--- config.mk ---
export PLATFORM = sky130hd
export DESIGN_NAME = pending_ack_retransmit_table_flat
export DESIGN_NICKNAME = d
export VERILOG_FILES = /design/src/hw/rtl/par_pkg.sv /design/src/hw/rtl/par_if.sv /design/src/hw/rtl/pending_ack_retransmit_table.sv /design/src/hw/rtl/par_front.sv /design/src/hw/rtl/par_queue.sv /design/src/hw/rtl/par_back.sv /design/src/flat_wrapper.sv
export SDC_FILE = /design/constraint.sdc
export NUM_CORES = 1
export LEC_CHECK = 0
export BUFFER_PORTS_ARGS = -buffer_cell sky130_fd_sc_hd__buf_2
export CAP_MARGIN = 40
export CELL_PAD_IN_SITES_DETAIL_PLACEMENT = 0
export CELL_PAD_IN_SITES_GLOBAL_PLACEMENT = 1
export CORE_MARGIN = 8
export CORE_UTILIZATION = 54
export CTS_BUF_LIST = sky130_fd_sc_hd__clkbuf_4 sky130_fd_sc_hd__clkbuf_8 sky130_fd_sc_hd__clkbuf_16
export DETAILED_ROUTE_END_ITERATION = 10
export HOLD_SLACK_MARGIN = 0.05
export PLACE_DENSITY = 0.83
export SYNTH_ARGS = -nofsm -noshare
export SYNTH_HDL_FRONTEND = slang
export SYNTH_SLANG_ARGS = --single-unit
--- constraint.sdc ---
create_clock -name clk -period 10.9 [get_ports clk]
set_clock_uncertainty 0.05 [all_clocks]
set_input_delay 0.545 -clock clk [delete_from_list [all_inputs] [get_ports clk]]
set_output_delay 0.545 -clock clk [all_outputs]
set_load 0.005 [all_outputs]
--- src/hw/rtl/par_pkg.sv ---
`default_nettype none
package par_pkg;

  // table size default
  localparam int SLOTS_DEF = 16;

  // configuration register indexes
  localparam logic [1:0] CFG_OWN_ID    = 2'd0;
  localparam logic [1:0] CFG_BCAST_ID  = 2'd1;
  localparam logic [1:0] CFG_RETRY_LIM = 2'd2;

  localparam logic [31:0] BCAST_RST = 32'hFFFF_FFFF;
  localparam logic [2:0]  RETRY_RST = 3'd5;

  // input function codes
  localparam logic [1:0] FUNC_SEND = 2'd0;
  localparam logic [1:0] FUNC_RECV = 2'd1;
  localparam logic [1:0] FUNC_POLL = 2'd2;

  // ack kinds
  localparam logic [1:0] ACK_PLAIN = 2'd0;
  localparam logic [1:0] ACK_REQ   = 2'd1;
  localparam logic [1:0] ACK_ACK   = 2'd2;

  // result kinds
  localparam logic [1:0] KIND_TX    = 2'd0;
  localparam logic [1:0] KIND_RETX  = 2'd1;
  localparam logic [1:0] KIND_ACKTX = 2'd2;
  localparam logic [1:0] KIND_DELIV = 2'd3;

  // classified operations handed from front to back
  localparam logic [2:0] OP_SEND      = 3'd0;
  localparam logic [2:0] OP_STORE     = 3'd1;
  localparam logic [2:0] OP_ACK       = 3'd2;
  localparam logic [2:0] OP_DELIV     = 3'd3;
  localparam logic [2:0] OP_DELIV_ACK = 3'd4;
  localparam logic [2:0] OP_POLL      = 3'd5;

  typedef struct packed {
    logic [2:0]  op;
    logic [31:0] dest;
    logic [31:0] src;
    logic [7:0]  cmd;
    logic [1:0]  ack;
  } par_entry_t;

  typedef struct packed {
    logic [1:0]  kind;
    logic [31:0] dest;
    logic [31:0] src;
    logic [7:0]  cmd;
    logic [1:0]  ack;
    logic        drop;
  } par_res_t;

endpackage
`default_nettype wire

--- src/hw/rtl/par_if.sv ---
`default_nettype none
// input item channel
interface par_in_if;
  logic        valid;
  logic        ready;
  logic [1:0]  func;
  logic [31:0] dest_id;
  logic [31:0] src_id;
  logic [7:0]  cmd;
  logic [1:0]  ack_kind;
  modport source (output valid, func, dest_id, src_id, cmd, ack_kind, input ready);
  modport sink   (input valid, func, dest_id, src_id, cmd, ack_kind, output ready);
endinterface

// result item channel
interface par_out_if;
  logic        valid;
  logic        ready;
  logic [1:0]  kind;
  logic [31:0] out_dest_id;
  logic [31:0] out_src_id;
  logic [7:0]  out_cmd;
  logic [1:0]  out_ack_kind;
  logic        dropped;
  logic        last;
  modport source (output valid, kind, out_dest_id, out_src_id, out_cmd, out_ack_kind,
                  dropped, last, input ready);
  modport sink   (input valid, kind, out_dest_id, out_src_id, out_cmd, out_ack_kind,
                  dropped, last, output ready);
endinterface

// configuration write channel
interface par_cfg_if;
  logic        valid;
  logic        ready;
  logic [1:0]  index;
  logic [31:0] data;
  modport source (output valid, index, data, input ready);
  modport sink   (input valid, index, data, output ready);
endinterface
`default_nettype wire

--- src/hw/rtl/pending_ack_retransmit_table.sv ---
// A send or delivery passes from the pending register to the output register, and a
// delivery that asks for an ack first gives an ack reply. A store, ack or poll scans
// the slots, each read and then checked, until a hit or the last slot. The back end
// takes no new item until it is through with the last, also while the output stalls;
// a two-entry queue and the output register let input and output stall independently.
// Reset (synchronous, rst_n low): all slots empty, queue and output cleared,
// own_id 0, broadcast_id all ones, retry_limit 5.
`default_nettype none
module pending_ack_retransmit_table
  import par_pkg::*;
#(
  parameter int SLOTS = SLOTS_DEF
)
(
  input wire logic clk,
  input wire logic rst_n,
  par_in_if.sink     in_if,
  par_out_if.source  out_if,
  par_cfg_if.sink    cfg_if
);

  logic [31:0] own_id_r, bcast_id_r;
  logic [2:0]  retry_lim_r;
  logic        q_push, q_full, q_avail, q_pop;
  par_entry_t  push_entry, pop_entry;

  assign cfg_if.ready = 1'b1;

  // configuration registers
  always_ff @(posedge clk) begin
    if (!rst_n) begin
      own_id_r    <= '0;
      bcast_id_r  <= BCAST_RST;
      retry_lim_r <= RETRY_RST;
    end else if (cfg_if.valid) begin
      case (cfg_if.index)
        CFG_OWN_ID:    own_id_r    <= cfg_if.data;
        CFG_BCAST_ID:  bcast_id_r  <= cfg_if.data;
        CFG_RETRY_LIM: retry_lim_r <= cfg_if.data[2:0];
        default:       ;
      endcase
    end
  end

  par_front u_front (
    .clk      (clk),
    .rst_n    (rst_n),
    .in_if    (in_if),
    .own_id   (own_id_r),
    .bcast_id (bcast_id_r),
    .q_full   (q_full),
    .q_push   (q_push),
    .q_entry  (push_entry)
  );

  par_queue u_queue (
    .clk        (clk),
    .rst_n      (rst_n),
    .push       (q_push),
    .push_entry (push_entry),
    .full       (q_full),
    .avail      (q_avail),
    .pop        (q_pop),
    .pop_entry  (pop_entry)
  );

  par_back #(.SLOTS(SLOTS)) u_back (
    .clk         (clk),
    .rst_n       (rst_n),
    .q_avail     (q_avail),
    .q_entry     (pop_entry),
    .q_pop       (q_pop),
    .own_id      (own_id_r),
    .retry_limit (retry_lim_r),
    .out_if      (out_if)
  );

endmodule
`default_nettype wire

--- src/hw/rtl/par_front.sv ---
`default_nettype none
module par_front
  import par_pkg::*;
(
  input  wire logic      clk,
  input  wire logic      rst_n,
  par_in_if.sink         in_if,
  input  wire logic [31:0] own_id,
  input  wire logic [31:0] bcast_id,
  input  wire logic      q_full,
  output logic           q_push,
  output par_entry_t     q_entry
);

  logic [1:0] ack_n;
  logic       keep;
  logic [2:0] op;
  logic       for_me;

  assign in_if.ready = rst_n && !q_full;

  // classify the item; items with no effect are dropped here
  always_comb begin
    ack_n  = (in_if.ack_kind == 2'd3) ? ACK_PLAIN : in_if.ack_kind;
    for_me = (in_if.dest_id == own_id);
    keep   = 1'b0;
    op     = OP_SEND;
    case (in_if.func)
      FUNC_SEND: begin
        keep = 1'b1;
        op   = (ack_n == ACK_REQ && in_if.cmd != 8'd0) ? OP_STORE : OP_SEND;
      end
      FUNC_RECV: begin
        if (for_me && ack_n == ACK_ACK) begin
          keep = 1'b1;
          op   = OP_ACK;
        end else if (for_me || in_if.dest_id == bcast_id) begin
          keep = 1'b1;
          op   = (ack_n == ACK_REQ) ? OP_DELIV_ACK : OP_DELIV;
        end
      end
      FUNC_POLL: begin
        keep = 1'b1;
        op   = OP_POLL;
      end
      default: keep = 1'b0;
    endcase
  end

  assign q_push        = in_if.valid && in_if.ready && keep;
  assign q_entry.op    = op;
  assign q_entry.dest  = in_if.dest_id;
  assign q_entry.src   = in_if.src_id;
  assign q_entry.cmd   = in_if.cmd;
  assign q_entry.ack   = ack_n;

  // clk only drives checks of the handshake gating
  a_push_gated: assert property (@(posedge clk) disable iff (!rst_n)
    q_push |-> !q_full) else $error("push into full queue");

endmodule
`default_nettype wire

--- src/hw/rtl/par_queue.sv ---
`default_nettype none
module par_queue
  import par_pkg::*;
(
  input  wire logic  clk,
  input  wire logic  rst_n,
  input  wire logic  push,
  input  wire par_entry_t push_entry,
  output logic       full,
  output logic       avail,
  input  wire logic  pop,
  output par_entry_t pop_entry
);

  par_entry_t  mem_r [2];
  logic        wp_r, rp_r;
  logic [1:0]  cnt_r;

  assign full      = (cnt_r == 2'd2);
  assign avail     = (cnt_r != 2'd0);
  assign pop_entry = mem_r[rp_r];

  always_ff @(posedge clk) begin
    if (push) mem_r[wp_r] <= push_entry;
  end

  // pointers and fill level
  always_ff @(posedge clk) begin
    if (!rst_n) begin
      wp_r  <= 1'b0;
      rp_r  <= 1'b0;
      cnt_r <= 2'd0;
    end else begin
      if (push) wp_r <= ~wp_r;
      if (pop)  rp_r <= ~rp_r;
      cnt_r <= cnt_r + {1'b0, push} - {1'b0, pop};
    end
  end

  a_no_underflow: assert property (@(posedge clk) disable iff (!rst_n)
    pop |-> cnt_r != 2'd0) else $error("queue underflow");
  a_no_overflow: assert property (@(posedge clk) disable iff (!rst_n)
    cnt_r <= 2'd2) else $error("queue overflow");
  a_count_step: assert property (@(posedge clk) disable iff (!rst_n)
    (push && !pop) |=> cnt_r == $past(cnt_r) + 2'd1) else $error("count slip");

endmodule
`default_nettype wire

--- src/hw/rtl/par_back.sv ---
`default_nettype none
module par_back
  import par_pkg::*;
#(
  parameter int SLOTS = SLOTS_DEF
)
(
  input  wire logic        clk,
  input  wire logic        rst_n,
  input  wire logic        q_avail,
  input  wire par_entry_t  q_entry,
  output logic             q_pop,
  input  wire logic [31:0] own_id,
  input  wire logic [2:0]  retry_limit,
  par_out_if.source        out_if
);

  localparam int IDX_W = (SLOTS > 1) ? $clog2(SLOTS) : 1;

  localparam logic [2:0] S_IDLE = 3'd0;
  localparam logic [2:0] S_RD   = 3'd1;
  localparam logic [2:0] S_CHK  = 3'd2;
  localparam logic [2:0] S_OUTA = 3'd3;
  localparam logic [2:0] S_OUT  = 3'd4;

  logic [2:0]       state_r, state_nxt;
  par_entry_t       ent_r;
  logic [IDX_W-1:0] idx_r, idx_nxt;
  logic [SLOTS-1:0] occ_r;

  // slot store, read one entry a cycle
  logic [7:0]  mem_cmd  [SLOTS];
  logic [31:0] mem_peer [SLOTS];
  logic [2:0]  mem_ret  [SLOTS];
  logic [7:0]  rd_cmd_r;
  logic [31:0] rd_peer_r;
  logic [2:0]  rd_ret_r;

  par_res_t pend_r, pend_nxt;
  par_res_t out_r, out_nxt;
  logic     out_valid_r, out_last_r, out_last_nxt;

  logic       pend_ld, out_ld, ent_ld;
  logic       slot_we, ret_we, occ_set, occ_clr;
  logic [2:0] ret_wdata, retry_eff;
  logic       hit, last_slot, out_free;

  assign retry_eff = (retry_limit == 3'd0) ? 3'd1 : retry_limit;
  assign last_slot = (idx_r == IDX_W'(SLOTS - 1));
  assign out_free  = !out_valid_r || out_if.ready;

  // slot match for the current operation
  always_comb begin
    case (ent_r.op)
      OP_STORE: hit = !occ_r[idx_r];
      OP_ACK:   hit = occ_r[idx_r] && rd_cmd_r == ent_r.cmd && rd_peer_r == ent_r.src;
      OP_POLL:  hit = occ_r[idx_r];
      default:  hit = 1'b0;
    endcase
  end

  // sequencer
  always_comb begin
    state_nxt    = state_r;
    idx_nxt      = idx_r;
    q_pop        = 1'b0;
    ent_ld       = 1'b0;
    pend_ld      = 1'b0;
    pend_nxt     = pend_r;
    out_ld       = 1'b0;
    out_nxt      = out_r;
    out_last_nxt = 1'b1;
    slot_we      = 1'b0;
    ret_we       = 1'b0;
    ret_wdata    = rd_ret_r - 3'd1;
    occ_set      = 1'b0;
    occ_clr      = 1'b0;
    case (state_r)
      S_IDLE: begin
        if (q_avail) begin
          q_pop   = 1'b1;
          ent_ld  = 1'b1;
          idx_nxt = '0;
          pend_ld = 1'b1;
          pend_nxt = '{kind: KIND_TX, dest: q_entry.dest, src: own_id,
                       cmd: q_entry.cmd, ack: q_entry.ack, drop: 1'b0};
          case (q_entry.op)
            OP_SEND: state_nxt = S_OUT;
            OP_DELIV: begin
              pend_nxt = '{kind: KIND_DELIV, dest: q_entry.dest, src: q_entry.src,
                           cmd: q_entry.cmd, ack: q_entry.ack, drop: 1'b0};
              state_nxt = S_OUT;
            end
            OP_DELIV_ACK: begin
              pend_nxt = '{kind: KIND_DELIV, dest: q_entry.dest, src: q_entry.src,
                           cmd: q_entry.cmd, ack: q_entry.ack, drop: 1'b0};
              state_nxt = S_OUTA;
            end
            default: state_nxt = S_RD;
          endcase
        end
      end
      S_RD: state_nxt = S_CHK;
      S_CHK: begin
        if (hit) begin
          case (ent_r.op)
            OP_STORE: begin
              slot_we   = 1'b1;
              occ_set   = 1'b1;
              state_nxt = S_OUT;
            end
            OP_ACK: begin
              occ_clr   = 1'b1;
              state_nxt = S_IDLE;
            end
            default: begin
              pend_ld  = 1'b1;
              pend_nxt = '{kind: KIND_RETX, dest: rd_peer_r, src: own_id,
                           cmd: rd_cmd_r, ack: ACK_REQ, drop: 1'b0};
              if (rd_ret_r <= 3'd1) occ_clr = 1'b1;
              else ret_we = 1'b1;
              state_nxt = S_OUT;
            end
          endcase
        end else if (last_slot) begin
          if (ent_r.op == OP_STORE) begin
            pend_ld       = 1'b1;
            pend_nxt.drop = 1'b1;
            state_nxt     = S_OUT;
          end else begin
            state_nxt = S_IDLE;
          end
        end else begin
          idx_nxt   = idx_r + IDX_W'(1);
          state_nxt = S_RD;
        end
      end
      S_OUTA: begin
        if (out_free) begin
          out_ld       = 1'b1;
          out_nxt      = '{kind: KIND_ACKTX, dest: ent_r.src, src: own_id,
                           cmd: ent_r.cmd, ack: ACK_ACK, drop: 1'b0};
          out_last_nxt = 1'b0;
          state_nxt    = S_OUT;
        end
      end
      S_OUT: begin
        if (out_free) begin
          out_ld    = 1'b1;
          out_nxt   = pend_r;
          state_nxt = S_IDLE;
        end
      end
      default: state_nxt = S_IDLE;
    endcase
  end

  // slot store and registered read
  always_ff @(posedge clk) begin
    if (slot_we) begin
      mem_cmd[idx_r]  <= ent_r.cmd;
      mem_peer[idx_r] <= ent_r.dest;
      mem_ret[idx_r]  <= retry_eff;
    end else if (ret_we) begin
      mem_ret[idx_r] <= ret_wdata;
    end
    rd_cmd_r  <= mem_cmd[idx_r];
    rd_peer_r <= mem_peer[idx_r];
    rd_ret_r  <= mem_ret[idx_r];
  end

  // payload registers
  always_ff @(posedge clk) begin
    if (ent_ld)  ent_r <= q_entry;
    if (pend_ld) pend_r <= pend_nxt;
    if (out_ld) begin
      out_r      <= out_nxt;
      out_last_r <= out_last_nxt;
    end
  end

  // control state
  always_ff @(posedge clk) begin
    if (!rst_n) begin
      state_r     <= S_IDLE;
      idx_r       <= '0;
      occ_r       <= '0;
      out_valid_r <= 1'b0;
    end else begin
      state_r <= state_nxt;
      idx_r   <= idx_nxt;
      if (occ_set) occ_r[idx_r] <= 1'b1;
      if (occ_clr) occ_r[idx_r] <= 1'b0;
      if (out_ld) out_valid_r <= 1'b1;
      else if (out_if.ready) out_valid_r <= 1'b0;
    end
  end

  assign out_if.valid        = out_valid_r;
  assign out_if.kind         = out_r.kind;
  assign out_if.out_dest_id  = out_r.dest;
  assign out_if.out_src_id   = out_r.src;
  assign out_if.out_cmd      = out_r.cmd;
  assign out_if.out_ack_kind = out_r.ack;
  assign out_if.dropped      = out_r.drop;
  assign out_if.last         = out_last_r;

  a_pop_idle: assert property (@(posedge clk) disable iff (!rst_n)
    q_pop |-> state_r == S_IDLE) else $error("pop while busy");
  a_load_free: assert property (@(posedge clk) disable iff (!rst_n)
    out_ld |-> (!out_valid_r || out_if.ready)) else $error("result overwritten");
  a_empty_after_rst: assert property (@(posedge clk)
    (rst_n && $past(!rst_n)) |-> occ_r == '0) else $error("slots not empty after reset");
  a_set_free: assert property (@(posedge clk) disable iff (!rst_n)
    occ_set |-> !occ_r[idx_r]) else $error("store into occupied slot");

endmodule
`default_nettype wire
--- src/flat_wrapper.sv ---
// flat-port wrapper written by rule: the top's interface ports become plain ports
module pending_ack_retransmit_table_flat import par_pkg::*;
#(
  parameter int SLOTS = SLOTS_DEF
)
  (clk, rst_n, in_if_valid, in_if_func, in_if_dest_id, in_if_src_id, in_if_cmd, in_if_ack_kind, in_if_ready, out_if_valid, out_if_kind, out_if_out_dest_id, out_if_out_src_id, out_if_out_cmd, out_if_out_ack_kind, out_if_dropped, out_if_last, out_if_ready, cfg_if_valid, cfg_if_index, cfg_if_data, cfg_if_ready);
  par_in_if in_if_i ();
  par_out_if out_if_i ();
  par_cfg_if cfg_if_i ();
  input wire logic clk;
  input wire logic rst_n;
  input wire logic [$bits(in_if_i.valid)-1:0] in_if_valid;
  input wire logic [$bits(in_if_i.func)-1:0] in_if_func;
  input wire logic [$bits(in_if_i.dest_id)-1:0] in_if_dest_id;
  input wire logic [$bits(in_if_i.src_id)-1:0] in_if_src_id;
  input wire logic [$bits(in_if_i.cmd)-1:0] in_if_cmd;
  input wire logic [$bits(in_if_i.ack_kind)-1:0] in_if_ack_kind;
  output wire logic [$bits(in_if_i.ready)-1:0] in_if_ready;
  output wire logic [$bits(out_if_i.valid)-1:0] out_if_valid;
  output wire logic [$bits(out_if_i.kind)-1:0] out_if_kind;
  output wire logic [$bits(out_if_i.out_dest_id)-1:0] out_if_out_dest_id;
  output wire logic [$bits(out_if_i.out_src_id)-1:0] out_if_out_src_id;
  output wire logic [$bits(out_if_i.out_cmd)-1:0] out_if_out_cmd;
  output wire logic [$bits(out_if_i.out_ack_kind)-1:0] out_if_out_ack_kind;
  output wire logic [$bits(out_if_i.dropped)-1:0] out_if_dropped;
  output wire logic [$bits(out_if_i.last)-1:0] out_if_last;
  input wire logic [$bits(out_if_i.ready)-1:0] out_if_ready;
  input wire logic [$bits(cfg_if_i.valid)-1:0] cfg_if_valid;
  input wire logic [$bits(cfg_if_i.index)-1:0] cfg_if_index;
  input wire logic [$bits(cfg_if_i.data)-1:0] cfg_if_data;
  output wire logic [$bits(cfg_if_i.ready)-1:0] cfg_if_ready;
  assign in_if_i.valid = in_if_valid;
  assign in_if_i.func = in_if_func;
  assign in_if_i.dest_id = in_if_dest_id;
  assign in_if_i.src_id = in_if_src_id;
  assign in_if_i.cmd = in_if_cmd;
  assign in_if_i.ack_kind = in_if_ack_kind;
  assign in_if_ready = in_if_i.ready;
  assign out_if_valid = out_if_i.valid;
  assign out_if_kind = out_if_i.kind;
  assign out_if_out_dest_id = out_if_i.out_dest_id;
  assign out_if_out_src_id = out_if_i.out_src_id;
  assign out_if_out_cmd = out_if_i.out_cmd;
  assign out_if_out_ack_kind = out_if_i.out_ack_kind;
  assign out_if_dropped = out_if_i.dropped;
  assign out_if_last = out_if_i.last;
  assign out_if_i.ready = out_if_ready;
  assign cfg_if_i.valid = cfg_if_valid;
  assign cfg_if_i.index = cfg_if_index;
  assign cfg_if_i.data = cfg_if_data;
  assign cfg_if_ready = cfg_if_i.ready;
  pending_ack_retransmit_table #(.SLOTS(SLOTS)) u_core (.clk(clk), .rst_n(rst_n), .in_if(in_if_i), .out_if(out_if_i), .cfg_if(cfg_if_i));
endmodule
==> results of run 1 <==
==> placed cells by master, fill, tap and decap left out, drive strengths merged, types with 3 or more instances in the layout <==
| cell | Yosys | final |
|---|---|---|
| mux2 | 179 | 179 |
| dfxtp | 139 | 139 |
| dlygate4sd3 | 0 | 74 |
| ha | 8 | 8 |
| xnor2 | 82 | 82 |
| o221a | 16 | 16 |
| xor2 | 29 | 29 |
| bufinv | 0 | 23 |
| nor2b | 5 | 5 |
| mux4 | 220 | 220 |
| clkinv | 0 | 41 |
| or4 | 3 | 3 |
| and3 | 5 | 5 |
| nand3 | 41 | 41 |
| and2 | 7 | 7 |
| o21ai | 10 | 10 |
| a21boi | 34 | 34 |
| buf | 25 | 246 |
| nand3b | 3 | 3 |
| edfxtp | 1072 | 1072 |
| clkinvlp | 0 | 4 |
| nor2 | 154 | 154 |
| a21oi | 23 | 23 |
| nor3 | 6 | 6 |
| or3b | 3 | 3 |
| clkbuf | 90 | 138 |
| inv | 14 | 20 |
| nand4 | 20 | 20 |
| nand2 | 164 | 164 |
| nand2b | 7 | 7 |
| nor4 | 13 | 13 |
| mux2i | 10 | 10 |
==> flip-flops by register name, summed over array words and instances, names as in the netlist, 3 cells and up, named ones only <==
signal and flops:
u_core.u_back.mem_peer 512, u_core.u_queue.mem_r 154, u_core.u_back.mem_cmd 128, u_core.u_back.pend_r 77
u_core.u_back.ent_r 75, u_core.u_back.mem_ret 48, u_core.bcast_id_r 32, u_core.own_id_r 32
u_core.u_back.out_if.out_dest_id 32, u_core.u_back.out_if.out_src_id 32, u_core.u_back.rd_peer_r 32, u_core.u_back.occ_r 15
u_core.u_back.out_if.out_cmd 8, u_core.u_back.rd_cmd_r 8, u_core.u_back.idx_r 4, u_core.retry_lim_r 3
u_core.u_back.rd_ret_r 3, u_core.u_back.state_r 3
==> timing repair <==
| item | CTS | global route |
|---|---|---|
| endpoints found under the setup margin | 0 | 0 |
| endpoints found under the hold margin | 130 | 0 |
| hold buffers | 74 | 0 |
==> layout make-up <==
type	count	area (um2)
Clock buffer	138	3060
Clock inverter	74	1001
Fill cell	5711	31200
Inverter	14	53.80
Multi-Input combinational cell	1070	11060
Sequential cell	1211	34990
Tap cell	1144	1431
Timing Repair Buffer	320	2355
==> power groups by stage <==
| stage | registers [mW] | clock network (mW) | logic (mW) |
|---|---|---|---|
| finish | 6.41 | 4.24 | 1.54 |
| detailed placement | 6.50 | 0 | 1.50 |
| floorplan | 6.26 | 0 | 0.969 |
| global route | 6.46 | 4.45 | 1.63 |
| global placement | 6.46 | 0 | 1.44 |
| CTS | 6.41 | 4.29 | 1.54 |
==> worst max path at each step <==
stage                                     to  slack [ns]  depth (start not counted)
5_1_grt          u_core.u_queue.mem_r[0][63]        6.44                         10
2_1_floorplan     u_core.u_queue.mem_r[0][0]        3.11                          6
3_5_place_dp     u_core.u_queue.mem_r[0][27]        6.63                          9
3_3_place_gp    u_core.u_back.mem_cmd[11][1]        6.26                          6
4_1_cts        u_core.u_back.mem_peer[5][21]        6.63                          6
6_report         u_core.u_queue.mem_r[0][19]        6.68                         10
==> cells by family after synthesis <==
| logic type | Yosys count | synth area share [%] |
|---|---|---|
| flip-flops | 1211 | 75.43 |
| adder cells (fa/ha/maj) | 8 | 0.2159 |
| multiplexers | 409 | 15.27 |
| XOR/XNOR | 111 | 2.113 |
| buffers and inverters | 129 | 1.098 |
| AND/OR/NAND/NOR | 439 | 4.207 |
| other | 1 | 0.008088 |
| AO/OA/AOI/OAI | 102 | 1.665 |
==> routing by layer <==
layer  track usage, %  share of wire (%)  up-vias
met5                0                  0        -
met4            8.186                3.5        0
li1                 -                  -    10140
met3            3.869                7.3      206
met2            39.98                 51     1163
met1            30.77                 38    12380
==> stage by stage <==
stage	worst slack, ns	area [um2]	hold slack (ns)	utilization, %
finish	6.679	53950	0.08215	63.36
floorplan	3.107	46370	0.3953	-
CTS	6.633	53950	0.05108	63.36
global route	6.441	53950	0.06146	63.36
detailed placement	6.629	49150	0.4289	57.72
global placement	6.257	48770	0.4212	57.28
==> worst reg2reg max path, stage by stage, from the launching register on <==
cell      delay, ns
dfxtp_4        0.71
mux4_1         0.63
mux4_2         0.56
nand2b_2       0.39
buf_12         0.28
nor2_4         0.66
buf_4          0.56
==> out/metrics.cfg, run 1 <==
[clocking]
clk_pin_slew_ns = 0.06
cts_tree = built
clockBufferDepth = 3
clock-root-buffer = clkbuf_16
cts_setup_buffers = 0
h-tree-depth = 3
clk_latency_ns = 0.68
cts_made_buffers = 111
postCtsResizedCells = 0
clock-sinks = 1211

[setup_path]
required_ns = 11.19
endpoint_kind = register
crit_start = in_if_dest_id[1]
r2r_slack_ns = 6.69
cp_max_fo = 54
critical_path_class = primary input to register
crit_path_max_incr_delay_ns = 0.71
critPathBufInv = 4
startpoint_type = primary input
r2r_start = u_core.u_back.idx_r[2]
crit_family = buffers and inverters
reg2reg_depth = 6
crit_arrival_ns = 4.51
worstReg2RegEnd = u_core.u_back.mem_peer[5][11]
crit_path_cell_trace = dlygate4sd3_1, buf_2, xnor2_1, nand4_1, nor4_1, nand2_1, a21o_1, a211oi_4, buf_4, buf_16
crit_path_top_delay_cell = a211oi_4

[floorplanning]
die_w_um = 309.0
num_rows = 107
die_y_um = 309.0
core_area_um2 = 85150
io_pins = 196
dieArea_um2 = 95500
initial_core_util_pct = 54.46

[sta]
period_share_pct = 38.73
report.final.hold_viol_count = 0
finalCriticalPeriod_ns = 4.221
slew_violations = 0
setup_tns_ns = 0
finalSetupViolCount = 0
grt_setup_unrepaired = no
maxSlewHeadroom_pct = 38.48
fmax_mhz = 236.9
tightest_slew_ns = 0.9227

[global_route]
grt_pass1_vias = 24550
grt_usage_pct = 23.47
grt_pass1_wl_um = 164600
grt_max_degree = 71
antenna_found_initial = 2
overflow = 0

[pwr]
clkPwrFrac_pct = 34.8
p_sw_mw = 3.095
seqPwrFrac_pct = 52.6
leakagePower_nw = 17.70
vdd_drop_max_v = 0.0001728
power.share.switching_pct = 25.40
comb_power_share_pct = 12.6
powerDensity_nw_per_um2 = 225.9
p_int_mw = 9.092
total_power_mw = 12.19

[logic_synthesis]
yosys-top-cells-area = edfxtp_1 69%, mux4_2 11%, dfxtp_1 6.0%
synth_edf_count = 1072
syn-num-nets = 2533
synth_cell_type_count = 58
synth_top_cell_area_share_pct = 69.43
synth_area_um2 = 46370
synth_area_leader_cell = edfxtp_1
ys.warnings.count = 0
yosysMostFrequentCell = edfxtp_1
ys_top_cells_by_count = 1072 x edfxtp_1, 218 x mux4_2, 178 x mux2_2
syn_inst = 2410
synth_area_per_cell_um2 = 19.24
yosysSeqAreaShare_pct = 75.43
ys_ff_latch = 1211
synth_ff_type = edfxtp_1
async_flop_share_pct = 0

[detailed_routing]
viasPerCell = 6.015
wl_per_cell_um = 28.54
post-route-drc-count = 0
dr_total_vias = 23890
drt_iter0_markers = 2732
dr.pass1.iters = 7
wirelength_um = 113300
ant_nets = 0

[placement]
gp_congestion = 0.9042
dp_hpwl_um = 71070
port_buffers = 194
post-place-cells = 3685

[min_path]
hp-start = in_if_dest_id[27]
hold_class = primary input to register
hold_path_depth = 1
holdPathEnd = u_core.u_queue.mem_r[0][69]

[run]
max-cap-violations = 0

[final_layout]
nets = 2851
area_growth_pct = 16.36
layout.cells.non_filler = 3971
n_antenna_cell = 0
drive_gt1_share_pct = 31.34

[run_status]
status = completed

(Power assumes the default switching activity.)
==> run 2: changes to the inputs <==
--- a/config.mk
+++ b/config.mk
@@ -5,16 +5,17 @@
 export SDC_FILE = /design/constraint.sdc
 export NUM_CORES = 1
 export LEC_CHECK = 0
+export ABC_AREA = 1
 export BUFFER_PORTS_ARGS = -buffer_cell sky130_fd_sc_hd__buf_2
 export CAP_MARGIN = 40
 export CELL_PAD_IN_SITES_DETAIL_PLACEMENT = 0
 export CELL_PAD_IN_SITES_GLOBAL_PLACEMENT = 1
 export CORE_MARGIN = 8
-export CORE_UTILIZATION = 54
+export CORE_UTILIZATION = 50
 export CTS_BUF_LIST = sky130_fd_sc_hd__clkbuf_4 sky130_fd_sc_hd__clkbuf_8 sky130_fd_sc_hd__clkbuf_16
 export DETAILED_ROUTE_END_ITERATION = 10
 export HOLD_SLACK_MARGIN = 0.05
-export PLACE_DENSITY = 0.83
+export PLACE_DENSITY = 0.82
 export SYNTH_ARGS = -nofsm -noshare
 export SYNTH_HDL_FRONTEND = slang
 export SYNTH_SLANG_ARGS = --single-unit
==> constraint.sdc (replaced) <==
create_clock -name clk -period 4.25 [get_ports clk]
set_clock_uncertainty 0.05 [all_clocks]
set_input_delay 0.2125 -clock clk [delete_from_list [all_inputs] [get_ports clk]]
set_output_delay 0.2125 -clock clk [all_outputs]
set_load 0.005 [all_outputs]
==> out/metrics.cfg, run 2 <==
[run_status]
status = completed

[pwr]
leakagePower_nw = 19.81
vdd_drop_max_v = 0.0004235
total_power_mw = 35.84
powerDensity_nw_per_um2 = 652.1

[detailed_routing]
wirelength_um = 126800
dr_total_vias = 30840
post-route-drc-count = 0
dr.pass1.iters = 5
wl_per_cell_um = 22.99
ant_nets = 0
drt_iter0_markers = 3301
viasPerCell = 5.591

[setup_path]
r2r_start = u_core.u_back.idx_r[0]
startpoint_type = register
required_ns = 4.58
crit_arrival_ns = 3.74
crit_path_max_incr_delay_ns = 0.87
r2r_slack_ns = 0.85
endpoint_kind = register
crit_family = simple AND/OR/NAND/NOR gates
critPathBufInv = 3
crit_start = u_core.u_back.idx_r[0]
reg2reg_depth = 10
critical_path_class = register to register
crit_path_cell_trace = inv_8, nor2_1, o21ai_1, nand2_1, nand2_1, nor2_2, nand3_2, buf_4, nor2_4, buf_12
cp_max_fo = 70
crit_path_top_delay_cell = dfxtp_4
worstReg2RegEnd = u_core.u_back.mem_peer[15][29]
path_common_cell = nand2_1

[final_layout]
nFillCells = 7381
area_growth_pct = 16.73
largest_reg_flops = 512
nets = 4286
n_antenna_cell = 0
layout_commonest_cell = edfxtp_1
regMostFlops = u_core.u_back.mem_peer
largestRegisters = u_core.u_back.mem_peer x512, u_core.u_queue.mem_r x154, u_core.u_back.mem_cmd x128
postLayoutCoreUtil_pct = 58.89
layout_common_cells = 1072 x edfxtp_1, 830 x nand2_1, 486 x nor2_1, 465 x o21ai_0, 194 x buf_2
drive_gt1_share_pct = 12.79

[placement]
gp_congestion = 0.8561
port_buffers = 194
dp_hpwl_um = 73870

[global_route]
overflow = 0
grt_pass1_vias = 29420
grt_max_degree = 205
grt_pass1_wl_um = 186900
grt_usage_pct = 23.80
antenna_found_initial = 3

[logic_synthesis]
async_flop_share_pct = 0
yosys-top-cells-area = edfxtp_1 68%, nand2_1 6.6%, dfxtp_1 5.9%
synth_top_cell_area_share_pct = 68.37
synth_edf_count = 1072
synth_cell_type_count = 37
ys.warnings.count = 0
ys_top_cells_by_count = 1072 x edfxtp_1, 831 x nand2_1, 508 x nor2_1
synth_area_um2 = 47090
syn_inst = 3881
yosysMostFrequentCell = edfxtp_1
syn-num-nets = 4004
ys_ff_latch = 1211
synth_area_leader_cell = edfxtp_1
yosysSeqAreaShare_pct = 74.28
synth_ff_type = edfxtp_1
synth_area_per_cell_um2 = 12.13

[sta]
maxSlewHeadroom_pct = 36.20
finalSetupViolCount = 0
tightest_slew_ns = 0.9570
whs_ns = 0.2189
grt_setup_unrepaired = no
report.final.hold_viol_count = 0
fmax_mhz = 293.8
finalCriticalPeriod_ns = 3.403
period_share_pct = 80.07
slew_violations = 0

[min_path]
hp-start = in_if_src_id[8]
hold_path_depth = 2
hold_class = primary input to register
holdPathEnd = u_core.u_queue.mem_r[0][18]

[floorplanning]
dieArea_um2 = 104200
core_area_um2 = 93330
die_y_um = 322.9
io_pins = 196
initial_core_util_pct = 50.45
die_w_um = 322.9
num_rows = 112

[clocking]
clock-sinks = 1211
cts_made_buffers = 112
cts_tree = built
h-tree-depth = 3
clk_pin_slew_ns = 0.07
clock-root-buffer = clkbuf_16
clockBufferDepth = 3
clk_latency_ns = 0.69

[run]
max-cap-violations = 0

run 2: changes by cell type after synthesis, sizes merged, moves of 170 or more:
cell   before  now
nand2     164  835
o21ai      10  483
nor2      154  520
o22ai       2  172
mux2      179    0
mux4      220    0
run 2: area by class of cell:
class / instances / area, um2 / share of cell area [%]
flip-flops and latches: 1211 / 34980 / 63.65
well taps: 1254 / 1569 / 2.855
clock inverters: 63 / 676.9 / 1.232
inverters: 135 / 520.5 / 0.9470
clock buffers: 149 / 3246 / 5.905
multi-input cells: 2323 / 10950 / 19.93
repair buffers: 380 / 3013 / 5.482
run 2: report_power, final:
| group | internal (mW) | total [mW] | switching [mW] | leakage [nW] |
|---|---|---|---|---|
| Combinational | 2.43 | 8.15 | 5.72 | 6.94 |
| Sequential | 15.6 | 17.2 | 1.64 | 10.9 |
| Clock | 6.11 | 10.5 | 4.35 | 1.96 |
| Total | 24.1 | 35.8 | 11.7 | 19.8 |
run 2: cell families (layout without fill, tap and decap cells):
logic type | after synthesis | after routing | synth area share (%)
AO/OA/AOI/OAI | 745 | 745 | 8.665
XOR/XNOR | 67 | 67 | 1.246
adder cells (fa/ha/maj) | 8 | 8 | 0.2126
buffers and inverters | 347 | 727 | 2.894
flip-flops | 1211 | 1211 | 74.28
other | 1 | 1 | 0.007964
AND/OR/NAND/NOR | 1502 | 1502 | 12.70
run 2: per-stage QoR:
step / instance area (um2) / TNS, ns / std cells / setup slack, ns
after CTS: 54960 / 0 / 5515 / 0.8360
after detailed placement: 49880 / 0 / 5187 / 0.8440
after floorplan: 47110 / -110.32 / 3881 / -0.7163
after global placement: 49770 / 0 / 5183 / 0.9395
after global routing: 54960 / 0 / 5515 / 0.6079
final: 54960 / 0 / 5515 / 0.8469
run 2: how the worst max path moves through the flow:
stage	to	depth (start not counted)	slack (ns)
final	u_core.u_back.mem_peer[15][29]	10	0.85
after floorplan	u_core.u_queue.mem_r[0][0]	11	-0.72
after detailed placement	u_core.u_back.mem_peer[15][31]	10	0.84
after global routing	u_core.u_back.mem_peer[15][6]	10	0.61
after global placement	u_core.u_back.mem_peer[15][15]	10	0.94
after CTS	u_core.u_back.mem_peer[15][12]	10	0.84
run 2: timing repair:
item / CTS / global route
hold endpoints to repair: 246 / 0
hold buffers: 116 / 0
gates resized for setup: 0 / 0
setup buffers: 0 / 0
run 2: layer usage:
layer / wire [um] / track usage, % / vias up
met5: 0 / 0 / -
li1: - / - / 14270
met1: 51620 / 32.37 / 15060
met3: 10930 / 4.280 / 175
met2: 60900 / 39.53 / 1331
met4: 3354 / 6.644 / 0
